[config.mk]
export PLATFORM = sky130hd
export DESIGN_NAME = contactor_sequencer_flat
export DESIGN_NICKNAME = d
export VERILOG_FILES = /design/src/csq_pkg.sv /design/src/csq_cmd_if.sv /design/src/csq_res_if.sv /design/src/csq_in_stage.sv /design/src/csq_core.sv /design/src/csq_out_stage.sv /design/src/contactor_sequencer.sv /design/src/flat_wrapper.sv
export SDC_FILE = /design/constraint.sdc
export NUM_CORES = 1
export LEC_CHECK = 0
export BUFFER_PORTS_ARGS = -buffer_cell sky130_fd_sc_hd__buf_2
export CAP_MARGIN = 20
export CORE_MARGIN = 1
export CORE_UTILIZATION = 50
export CTS_CLUSTER_SIZE = 25
export DETAILED_ROUTE_END_ITERATION = 10
export PLACE_DENSITY = 0.8
export SLEW_MARGIN = 20
export SYNTH_ARGS = -nofsm -noshare
export SYNTH_HDL_FRONTEND = slang
export SYNTH_SLANG_ARGS = --single-unit
[constraint.sdc]
create_clock -name clk -period 2.65 [get_ports clk]
set_input_delay 0.265 -clock clk [delete_from_list [all_inputs] [get_ports clk]]
set_output_delay 0.265 -clock clk [all_outputs]
set_load 0.05 [all_outputs]
[src/csq_pkg.sv]
`timescale 1ns / 1ps
// ----------------------------------------------------------------------------
// Contactor sequencer package
// Shared constants, command and mode codes, and the result record.
// ----------------------------------------------------------------------------
package csq_pkg;

    localparam int DELAY_BITS_DEF   = 16;
    localparam int CURRENT_BITS_DEF = 24;
    localparam int KIND_W           = 3;
    localparam int MODE_W           = 3;

    typedef enum logic [KIND_W-1:0] {
        KIND_TICK        = 3'd0,
        KIND_CLOSE_NOW   = 3'd1,
        KIND_CLOSE_DLY   = 3'd2,
        KIND_OPEN_NOW    = 3'd3,
        KIND_OPEN_DLY    = 3'd4,
        KIND_OPEN_ON_CUR = 3'd5
    } kind_t;

    typedef enum logic [MODE_W-1:0] {
        MODE_OPEN       = 3'd0,
        MODE_CLOSED     = 3'd1,
        MODE_WAIT_CLOSE = 3'd2,
        MODE_WAIT_OPEN  = 3'd3,
        MODE_WAIT_CUR   = 3'd4,
        MODE_FAULT      = 3'd5
    } mode_t;

    typedef struct packed {
        logic  coil_drive;
        mode_t mode;
        logic  close_failed;
        logic  open_failed;
    } res_t;

endpackage

[src/csq_cmd_if.sv]
`timescale 1ns / 1ps
// ----------------------------------------------------------------------------
// Contactor sequencer command channel
// Valid/ready channel carrying one command or tick with its operands.
// ----------------------------------------------------------------------------
interface csq_cmd_if #(
    parameter int DELAY_BITS   = csq_pkg::DELAY_BITS_DEF,
    parameter int CURRENT_BITS = csq_pkg::CURRENT_BITS_DEF
);
    logic                           valid;
    logic                           ready;
    logic [csq_pkg::KIND_W-1:0]     kind;
    logic [DELAY_BITS-1:0]          delay_ms;
    logic signed [CURRENT_BITS-1:0] current_threshold;
    logic signed [CURRENT_BITS-1:0] measured_current;
    logic                           readback_after_close;
    logic                           readback_after_open;

    modport source (
        output valid, kind, delay_ms, current_threshold, measured_current,
               readback_after_close, readback_after_open,
        input  ready
    );
    modport sink (
        input  valid, kind, delay_ms, current_threshold, measured_current,
               readback_after_close, readback_after_open,
        output ready
    );
endinterface

[src/csq_res_if.sv]
`timescale 1ns / 1ps
// ----------------------------------------------------------------------------
// Contactor sequencer result channel
// Valid/ready channel carrying the coil level, mode and failure flags.
// ----------------------------------------------------------------------------
interface csq_res_if;
    logic                       valid;
    logic                       ready;
    logic                       coil_drive;
    logic [csq_pkg::MODE_W-1:0] contactor_mode;
    logic                       close_failed;
    logic                       open_failed;

    modport source (
        output valid, coil_drive, contactor_mode, close_failed, open_failed,
        input  ready
    );
    modport sink (
        input  valid, coil_drive, contactor_mode, close_failed, open_failed,
        output ready
    );
endinterface

[src/csq_in_stage.sv]
`timescale 1ns / 1ps
// ----------------------------------------------------------------------------
// Contactor sequencer input register
// Captures one command transfer and holds it until the core can take it.
// ----------------------------------------------------------------------------
module csq_in_stage #(
    parameter int DELAY_BITS   = csq_pkg::DELAY_BITS_DEF,
    parameter int CURRENT_BITS = csq_pkg::CURRENT_BITS_DEF
) (
    input  logic                           clk,
    input  logic                           rst_n,
    csq_cmd_if.sink                        cmd,
    input  logic                           advance,
    output logic                           item_valid,
    output logic [csq_pkg::KIND_W-1:0]     kind,
    output logic [DELAY_BITS-1:0]          delay_ms,
    output logic signed [CURRENT_BITS-1:0] current_threshold,
    output logic signed [CURRENT_BITS-1:0] measured_current,
    output logic                           readback_after_close,
    output logic                           readback_after_open
);
    import csq_pkg::*;

    logic                           valid_reg, valid_next;
    logic [KIND_W-1:0]              kind_reg;
    logic [DELAY_BITS-1:0]          delay_reg;
    logic signed [CURRENT_BITS-1:0] thr_reg;
    logic signed [CURRENT_BITS-1:0] cur_reg;
    logic                           rbc_reg;
    logic                           rbo_reg;
    logic                           take;

    // The register frees up in the same cycle that the core consumes its item.
    assign cmd.ready = !valid_reg || advance;
    assign take      = cmd.valid && cmd.ready;

    always_comb
    begin
        valid_next = valid_reg;
        if (take)
        begin
            valid_next = 1'b1;
        end
        else if (advance)
        begin
            valid_next = 1'b0;
        end
    end

    always_ff @(posedge clk or negedge rst_n)
    begin
        if (!rst_n)
        begin
            valid_reg <= 1'b0;
        end
        else
        begin
            valid_reg <= valid_next;
        end
    end

    always_ff @(posedge clk)
    begin
        if (take)
        begin
            kind_reg  <= cmd.kind;
            delay_reg <= cmd.delay_ms;
            thr_reg   <= cmd.current_threshold;
            cur_reg   <= cmd.measured_current;
            rbc_reg   <= cmd.readback_after_close;
            rbo_reg   <= cmd.readback_after_open;
        end
    end

    assign item_valid           = valid_reg;
    assign kind                 = kind_reg;
    assign delay_ms             = delay_reg;
    assign current_threshold    = thr_reg;
    assign measured_current     = cur_reg;
    assign readback_after_close = rbc_reg;
    assign readback_after_open  = rbo_reg;

endmodule

[src/csq_core.sv]
`timescale 1ns / 1ps
// ----------------------------------------------------------------------------
// Contactor sequencer core
// Holds mode, countdown, current limit and coil level; applies one item.
// ----------------------------------------------------------------------------
module csq_core #(
    parameter int DELAY_BITS   = csq_pkg::DELAY_BITS_DEF,
    parameter int CURRENT_BITS = csq_pkg::CURRENT_BITS_DEF
) (
    input  logic                           clk,
    input  logic                           rst_n,
    input  logic                           fire,
    input  logic [csq_pkg::KIND_W-1:0]     kind,
    input  logic [DELAY_BITS-1:0]          delay_ms,
    input  logic signed [CURRENT_BITS-1:0] current_threshold,
    input  logic signed [CURRENT_BITS-1:0] measured_current,
    input  logic                           readback_after_close,
    input  logic                           readback_after_open,
    output csq_pkg::res_t                  res
);
    import csq_pkg::*;

    mode_t                          mode_reg, mode_next;
    logic [DELAY_BITS-1:0]          rem_reg, rem_next;
    logic signed [CURRENT_BITS-1:0] lim_reg, lim_next;
    logic                           drive_reg, drive_next;
    logic                           do_close;
    logic                           do_open;
    logic                           close_fail;
    logic                           open_fail;
    logic                           rem_zero;
    logic                           cur_below;

    assign rem_zero  = (rem_reg == '0);
    assign cur_below = (measured_current < lim_reg);

    always_comb
    begin
        mode_next  = mode_reg;
        rem_next   = rem_reg;
        lim_next   = lim_reg;
        drive_next = drive_reg;
        do_close   = 1'b0;
        do_open    = 1'b0;
        close_fail = 1'b0;
        open_fail  = 1'b0;

        case (kind_t'(kind))
            KIND_TICK:
            begin
                case (mode_reg)
                    MODE_WAIT_CLOSE:
                    begin
                        if (rem_zero)
                        begin
                            do_close = 1'b1;
                        end
                        else
                        begin
                            rem_next = rem_reg - DELAY_BITS'(1);
                        end
                    end
                    MODE_WAIT_OPEN:
                    begin
                        if (rem_zero)
                        begin
                            do_open = 1'b1;
                        end
                        else
                        begin
                            rem_next = rem_reg - DELAY_BITS'(1);
                        end
                    end
                    MODE_WAIT_CUR:
                    begin
                        if (cur_below || rem_zero)
                        begin
                            do_open = 1'b1;
                        end
                        else
                        begin
                            rem_next = rem_reg - DELAY_BITS'(1);
                        end
                    end
                    default:
                    begin
                    end
                endcase
            end
            KIND_CLOSE_NOW:
            begin
                do_close = 1'b1;
            end
            KIND_CLOSE_DLY:
            begin
                if (mode_reg != MODE_CLOSED)
                begin
                    mode_next = MODE_WAIT_CLOSE;
                    rem_next  = delay_ms;
                end
            end
            KIND_OPEN_NOW:
            begin
                do_open = 1'b1;
            end
            KIND_OPEN_DLY:
            begin
                if (mode_reg != MODE_OPEN)
                begin
                    mode_next = MODE_WAIT_OPEN;
                    rem_next  = delay_ms;
                end
            end
            KIND_OPEN_ON_CUR:
            begin
                if (mode_reg != MODE_OPEN)
                begin
                    mode_next = MODE_WAIT_CUR;
                    lim_next  = current_threshold;
                    rem_next  = delay_ms;
                end
            end
            default:
            begin
            end
        endcase

        // A close that reads back low falls through to an open attempt.
        if (do_close)
        begin
            drive_next = 1'b1;
            rem_next   = '0;
            if (readback_after_close)
            begin
                mode_next = MODE_CLOSED;
            end
            else
            begin
                close_fail = 1'b1;
                do_open    = 1'b1;
            end
        end

        if (do_open)
        begin
            drive_next = 1'b0;
            rem_next   = '0;
            lim_next   = '0;
            if (readback_after_open)
            begin
                open_fail = 1'b1;
                mode_next = MODE_FAULT;
            end
            else
            begin
                mode_next = MODE_OPEN;
            end
        end
    end

    always_ff @(posedge clk or negedge rst_n)
    begin
        if (!rst_n)
        begin
            mode_reg  <= MODE_OPEN;
            rem_reg   <= '0;
            lim_reg   <= '0;
            drive_reg <= 1'b0;
        end
        else if (fire)
        begin
            mode_reg  <= mode_next;
            rem_reg   <= rem_next;
            lim_reg   <= lim_next;
            drive_reg <= drive_next;
        end
    end

    assign res.coil_drive   = drive_next;
    assign res.mode         = mode_next;
    assign res.close_failed = close_fail;
    assign res.open_failed  = open_fail;

`ifndef ASSERT_OFF
    a_open_fail_faults: assert property (@(posedge clk) disable iff (!rst_n)
        fire && open_fail |=> mode_reg == MODE_FAULT)
        else $error("failed open did not enter fault mode");

    a_close_fail_reopens: assert property (@(posedge clk) disable iff (!rst_n)
        fire && close_fail |=> !drive_reg)
        else $error("failed close left the coil driven");

    a_open_is_clean: assert property (@(posedge clk) disable iff (!rst_n)
        mode_reg == MODE_OPEN |-> rem_reg == '0 && lim_reg == '0)
        else $error("open mode with live countdown or current limit");

    a_closed_no_count: assert property (@(posedge clk) disable iff (!rst_n)
        mode_reg == MODE_CLOSED |-> rem_reg == '0 && drive_reg)
        else $error("closed mode with countdown running or coil off");
`endif

endmodule

[src/csq_out_stage.sv]
`timescale 1ns / 1ps
// ----------------------------------------------------------------------------
// Contactor sequencer result register
// Holds one result until the downstream transfer completes.
// ----------------------------------------------------------------------------
module csq_out_stage (
    input  logic          clk,
    input  logic          rst_n,
    input  logic          item_valid,
    input  csq_pkg::res_t res_in,
    output logic          advance,
    csq_res_if.source     res
);
    import csq_pkg::*;

    logic valid_reg, valid_next;
    res_t res_reg;

    // The register may load whenever it is empty or being emptied this cycle.
    assign advance = !valid_reg || res.ready;

    always_comb
    begin
        valid_next = valid_reg;
        if (advance)
        begin
            valid_next = item_valid;
        end
    end

    always_ff @(posedge clk or negedge rst_n)
    begin
        if (!rst_n)
        begin
            valid_reg <= 1'b0;
        end
        else
        begin
            valid_reg <= valid_next;
        end
    end

    always_ff @(posedge clk)
    begin
        if (advance && item_valid)
        begin
            res_reg <= res_in;
        end
    end

    assign res.valid          = valid_reg;
    assign res.coil_drive     = res_reg.coil_drive;
    assign res.contactor_mode = res_reg.mode;
    assign res.close_failed   = res_reg.close_failed;
    assign res.open_failed    = res_reg.open_failed;

endmodule

[src/contactor_sequencer.sv]
`timescale 1ns / 1ps
// A command transfer loads the input register; the core applies it as it
// moves into the result register, from which the result is offered.
// Throughput: one item per cycle while the result sink is ready; the state
// update is a compare and decrement between the input and result registers.
// Reset: rst_n clears both stage valid bits, puts the contactor in open mode
// with the coil off, and zeroes the countdown and the current limit.
// ----------------------------------------------------------------------------
// Contactor sequencer top level
// Command and tick sequencing for one contactor coil with readback checks.
// ----------------------------------------------------------------------------
module contactor_sequencer #(
    parameter int DELAY_BITS   = csq_pkg::DELAY_BITS_DEF,
    parameter int CURRENT_BITS = csq_pkg::CURRENT_BITS_DEF
) (
    input  logic       clk,
    input  logic       rst_n,
    csq_cmd_if.sink    cmd,
    csq_res_if.source  res
);
    import csq_pkg::*;

    logic                           advance;
    logic                           item_valid;
    logic [KIND_W-1:0]              kind;
    logic [DELAY_BITS-1:0]          delay_ms;
    logic signed [CURRENT_BITS-1:0] current_threshold;
    logic signed [CURRENT_BITS-1:0] measured_current;
    logic                           readback_after_close;
    logic                           readback_after_open;
    res_t                           core_res;

    csq_in_stage #(
        .DELAY_BITS   (DELAY_BITS),
        .CURRENT_BITS (CURRENT_BITS)
    ) u_in_stage (
        .clk                  (clk),
        .rst_n                (rst_n),
        .cmd                  (cmd),
        .advance              (advance),
        .item_valid           (item_valid),
        .kind                 (kind),
        .delay_ms             (delay_ms),
        .current_threshold    (current_threshold),
        .measured_current     (measured_current),
        .readback_after_close (readback_after_close),
        .readback_after_open  (readback_after_open)
    );

    csq_core #(
        .DELAY_BITS   (DELAY_BITS),
        .CURRENT_BITS (CURRENT_BITS)
    ) u_core (
        .clk                  (clk),
        .rst_n                (rst_n),
        .fire                 (item_valid && advance),
        .kind                 (kind),
        .delay_ms             (delay_ms),
        .current_threshold    (current_threshold),
        .measured_current     (measured_current),
        .readback_after_close (readback_after_close),
        .readback_after_open  (readback_after_open),
        .res                  (core_res)
    );

    csq_out_stage u_out_stage (
        .clk        (clk),
        .rst_n      (rst_n),
        .item_valid (item_valid),
        .res_in     (core_res),
        .advance    (advance),
        .res        (res)
    );

endmodule

[src/flat_wrapper.sv]
// flat-port wrapper written by rule: the top's interface ports become plain ports
module contactor_sequencer_flat import csq_pkg::*;
#(
    parameter int DELAY_BITS   = csq_pkg::DELAY_BITS_DEF,
    parameter int CURRENT_BITS = csq_pkg::CURRENT_BITS_DEF
)
  (clk, rst_n, cmd_valid, cmd_kind, cmd_delay_ms, cmd_current_threshold, cmd_measured_current, cmd_readback_after_close, cmd_readback_after_open, cmd_ready, res_valid, res_coil_drive, res_contactor_mode, res_close_failed, res_open_failed, res_ready);
  csq_cmd_if #(.DELAY_BITS(DELAY_BITS), .CURRENT_BITS(CURRENT_BITS)) cmd_i ();
  csq_res_if res_i ();
  input  logic clk;
  input  logic rst_n;
  input wire logic [$bits(cmd_i.valid)-1:0] cmd_valid;
  input wire logic [$bits(cmd_i.kind)-1:0] cmd_kind;
  input wire logic [$bits(cmd_i.delay_ms)-1:0] cmd_delay_ms;
  input wire logic [$bits(cmd_i.current_threshold)-1:0] cmd_current_threshold;
  input wire logic [$bits(cmd_i.measured_current)-1:0] cmd_measured_current;
  input wire logic [$bits(cmd_i.readback_after_close)-1:0] cmd_readback_after_close;
  input wire logic [$bits(cmd_i.readback_after_open)-1:0] cmd_readback_after_open;
  output wire logic [$bits(cmd_i.ready)-1:0] cmd_ready;
  output wire logic [$bits(res_i.valid)-1:0] res_valid;
  output wire logic [$bits(res_i.coil_drive)-1:0] res_coil_drive;
  output wire logic [$bits(res_i.contactor_mode)-1:0] res_contactor_mode;
  output wire logic [$bits(res_i.close_failed)-1:0] res_close_failed;
  output wire logic [$bits(res_i.open_failed)-1:0] res_open_failed;
  input wire logic [$bits(res_i.ready)-1:0] res_ready;
  assign cmd_i.valid = cmd_valid;
  assign cmd_i.kind = cmd_kind;
  assign cmd_i.delay_ms = cmd_delay_ms;
  assign cmd_i.current_threshold = cmd_current_threshold;
  assign cmd_i.measured_current = cmd_measured_current;
  assign cmd_i.readback_after_close = cmd_readback_after_close;
  assign cmd_i.readback_after_open = cmd_readback_after_open;
  assign cmd_ready = cmd_i.ready;
  assign res_valid = res_i.valid;
  assign res_coil_drive = res_i.coil_drive;
  assign res_contactor_mode = res_i.contactor_mode;
  assign res_close_failed = res_i.close_failed;
  assign res_open_failed = res_i.open_failed;
  assign res_i.ready = res_ready;
  contactor_sequencer #(.DELAY_BITS(DELAY_BITS), .CURRENT_BITS(CURRENT_BITS)) u_core (.clk(clk), .rst_n(rst_n), .cmd(cmd_i), .res(res_i));
endmodule
==> results.yml <==
outcome:
  status: "finished with violations"
  violations: "setup timing"
clocking:
  clk_latency_ns: 0.54
  cts_root_buffer: "clkbuf_8"
  cts_buffers: 17
  clkTransAtPathRegs_ns: 0.06
  cts_buffer_depth: 2
  cts_num_sinks: 121
  tritoncts: "built"
  htree_num_levels: 4
place:
  place_ws_ns: -0.0663
  hpwl_um: 7930
  port-buffer-count: 80
  gp_congestion: 0.904
power:
  clockPowerShare_pct: 33.4
  power_frac_seq_pct: 40.3
  power.leakage_uw: 0.00318
  p_int_uw: 4410
  sw_frac_of_total_pct: 31.9
  p_switching_uw: 2060
  p_per_area_nw_per_um2: 845
  ir_worst_vdd_mv: 0.674
  comb_power_share_pct: 26.4
cells_and_area:
  regArea_um2: 3400
  antenna_cells: 0
  nFillCells: 570
  drive_above_1_share_pct: 27.5
  syn_to_final_growth_pct: 41.0
  nets: 738
  multi_input_area_um2: 1960
sta:
  worstMarginPinSlew_ns: 0.586
  finalSetupTns_ns: -0.542
  clock_skew_ns: 0.0118
  clock.fmax_mhz: 369
  min_period_ns: 2.71
  rsz0062_at_grt: "true"
  layout_worst_path_cycle_share_pct: 102
  slew_viol_final: 0
  relSlewSlack_pct: 60.9
  fin_ws_ns: -0.0574
  hold_viol_final: 0
  setup_viol: 23
synthesis:
  synth_warnings: 0
  syn-cell-area_um2: 5430
  ys_top_cells_by_count: "edfxtp_1 (75), dfrtp_1 (46), nor2_1 (36), a21oi_1 (34), inv_1 (32)"
  syn_avg_cell_area_um2: 12.1
  yosysSeqAreaShare_pct: 62.6
  yosysMostFrequentCell: "edfxtp_1"
  yosys-top-cells-area: "edfxtp_1 (41%), dfrtp_1 (21%), ha_1 (5.5%)"
  synth_edf_count: 75
  synth_cell_types: 56
  yosys.area.top_type: "edfxtp_1"
  synthCells: 448
  synthesis.nets: 545
  synth-seq-cells: 121
  ys.flop_type: "edfxtp_1"
  synth_top_area_share_pct: 41.4
  synthArstFlopShare_pct: 38.0
route:
  detail_route.wl_per_cell_um: 19.3
  drtPass1Iterations: 7
  drt_iter0_markers: 478
  drc: 0
  viasPerCell: 6.02
  drt-total-wl_um: 15300
  ant_nets: 0
  vias: 4759
critical_path:
  critPathLaunchType: "flop"
  crit_family: "simple AND/OR/NAND/NOR gates"
  endpoint_kind: "flop"
  path_cells: "inv_1 > ha_4 > nand4_1 > or2_1 > or4_4 > o21ai_4 > nor3_2 > or3_4 > nor3_2"
  cp_slowest_cell: "or4_4"
  critical_path_buf_inv_count: 1
  criticalPathCategory: "reg -> reg"
  cp_data_required_time_ns: 3.03
  crit_top_cell: "nor3_2"
  cp_max_fo: 4
  critPathMaxStageDelay_ns: 0.50
  critPathArrivalTime_ns: 3.08
hold_path:
  min_path_type: "in -> reg"
global_route:
  grt.overflow.total: 0
  grt_max_degree: 70
  antenna_found_initial: 0
  grt_pass1_vias: 4679
  gr-usage-all-layers_pct: 26.9
  grt_pass1_wl_um: 22700
die:
  coreArea_um2: 10400
  die_w_um: 106
  ios: 81
  die_area_um2: 11300
  die_y_um: 106
  rows: 37
  initial_core_util_pct: 52.2
job:
  cap_violations: 0
==> timing repair <==
item	in CTS	in global routing
hold endpoints to repair	92	0
buffers inserted	1	7
hold buffers	71	0
cloned	0	1
pin swaps	1	14
resized for setup	4	22
setup endpoints to repair	11	45
==> cell type report <==
type,count,area share (%)
timing repair buffer,191,18.9
clock buffer,19,5.63
inverter,32,1.57
multi-input combinational,278,25.6
tap,136,2.22
sequential,121,44.4
clock inverter,13,1.60
==> power groups by stage <==
stage          registers, uW  logic [uW]  clock network [uW]
6_report                2610        1710                2160
5_1_grt                 2630        1860                2270
4_1_cts                 2570        1510                2150
3_5_place_dp            2590        1380                   0
3_3_place_gp            2570        1290                   0
2_1_floorplan           2570         884                   0
==> layout by cell type (no fill, tap or decap), types with 3 or more instances in the layout <==
cell / n
buf_2: 80
edfxtp_1: 75
dlygate4sd3_1: 71
dfrtp_1: 46
nor2_1: 36
buf_4: 34
a21oi_1: 32
inv_1: 31
nand2_1: 27
a22o_1: 25
o21ai_0: 21
ha_1: 21
clkbuf_16: 16
o22ai_1: 12
nor3_1: 8
nand4_1: 7
nand2b_1: 7
nor3_2: 5
and3_1: 4
nand3_1: 4
a31oi_1: 4
clkinvlp_4: 4
clkinv_4: 4
buf_6: 4
o21a_1: 3
o21ai_1: 3
nor4_1: 3
o221ai_1: 3
==> cells by family after synthesis <==
family          count (synthesis)  share of synthesized area [%]
compound gates                128                           16.0
fa+ha+maj                      24                           5.53
buf+inv                        49                           3.48
flops                         121                           62.6
mux                             3                          0.576
simple gates                  123                           11.8
==> worst reg2reg max path, stage by stage, from the launching register on <==
cell,delay (ns)
dfrtp_1,0.38
inv_1,0.10
ha_4,0.28
nand4_1,0.13
or2_1,0.28
or4_4,0.50
o21ai_4,0.20
nor3_2,0.09
or3_4,0.37
nor3_2,0.21
==> through the flow <==
stage	util [%]	total power [uW]	std cells	hold slack [ns]	cell area (um^2)
6_report	73.5	6480	790	0.0375	7660
5_1_grt	73.5	6750	790	0.0660	7660
4_1_cts	71.9	6220	782	0.0113	7490
3_5_place_dp	59.5	3970	678	0.266	6200
3_3_place_gp	59.5	3860	678	0.262	6200
2_1_floorplan	-	3450	448	-0.0306	5440
==> path summary, 6_finish.rpt <==
path	start	end	slack, ns	cells after the start
setup / recovery	u_core.u_core.lim_reg[18]	u_core.u_out_stage.res.contactor_mode[1]	-0.06	9
hold reg to reg	u_core.u_in_stage.current_threshold[6]	u_core.u_core.lim_reg[6]	0.47	1
setup reg to reg	u_core.u_core.lim_reg[18]	u_core.u_out_stage.res.contactor_mode[1]	-0.06	9
hold / removal	res_ready	u_core.u_in_stage.item_valid	0.04	3
max in group asynchronous	rst_n	u_core.u_core.drive_reg	1.67	3
min in group asynchronous	rst_n	u_core.u_core.lim_reg[18]	0.24	2
==> routing by layer <==
layer,global-route usage (%),up-vias,part of all wire [%]
li1,-,2080,-
met5,0,-,0
met4,14.2,0,4.6
met2,45.4,327,51
met3,6.74,95,8.1
met1,31.6,2257,37
Power figures use the tool's default switching activity.
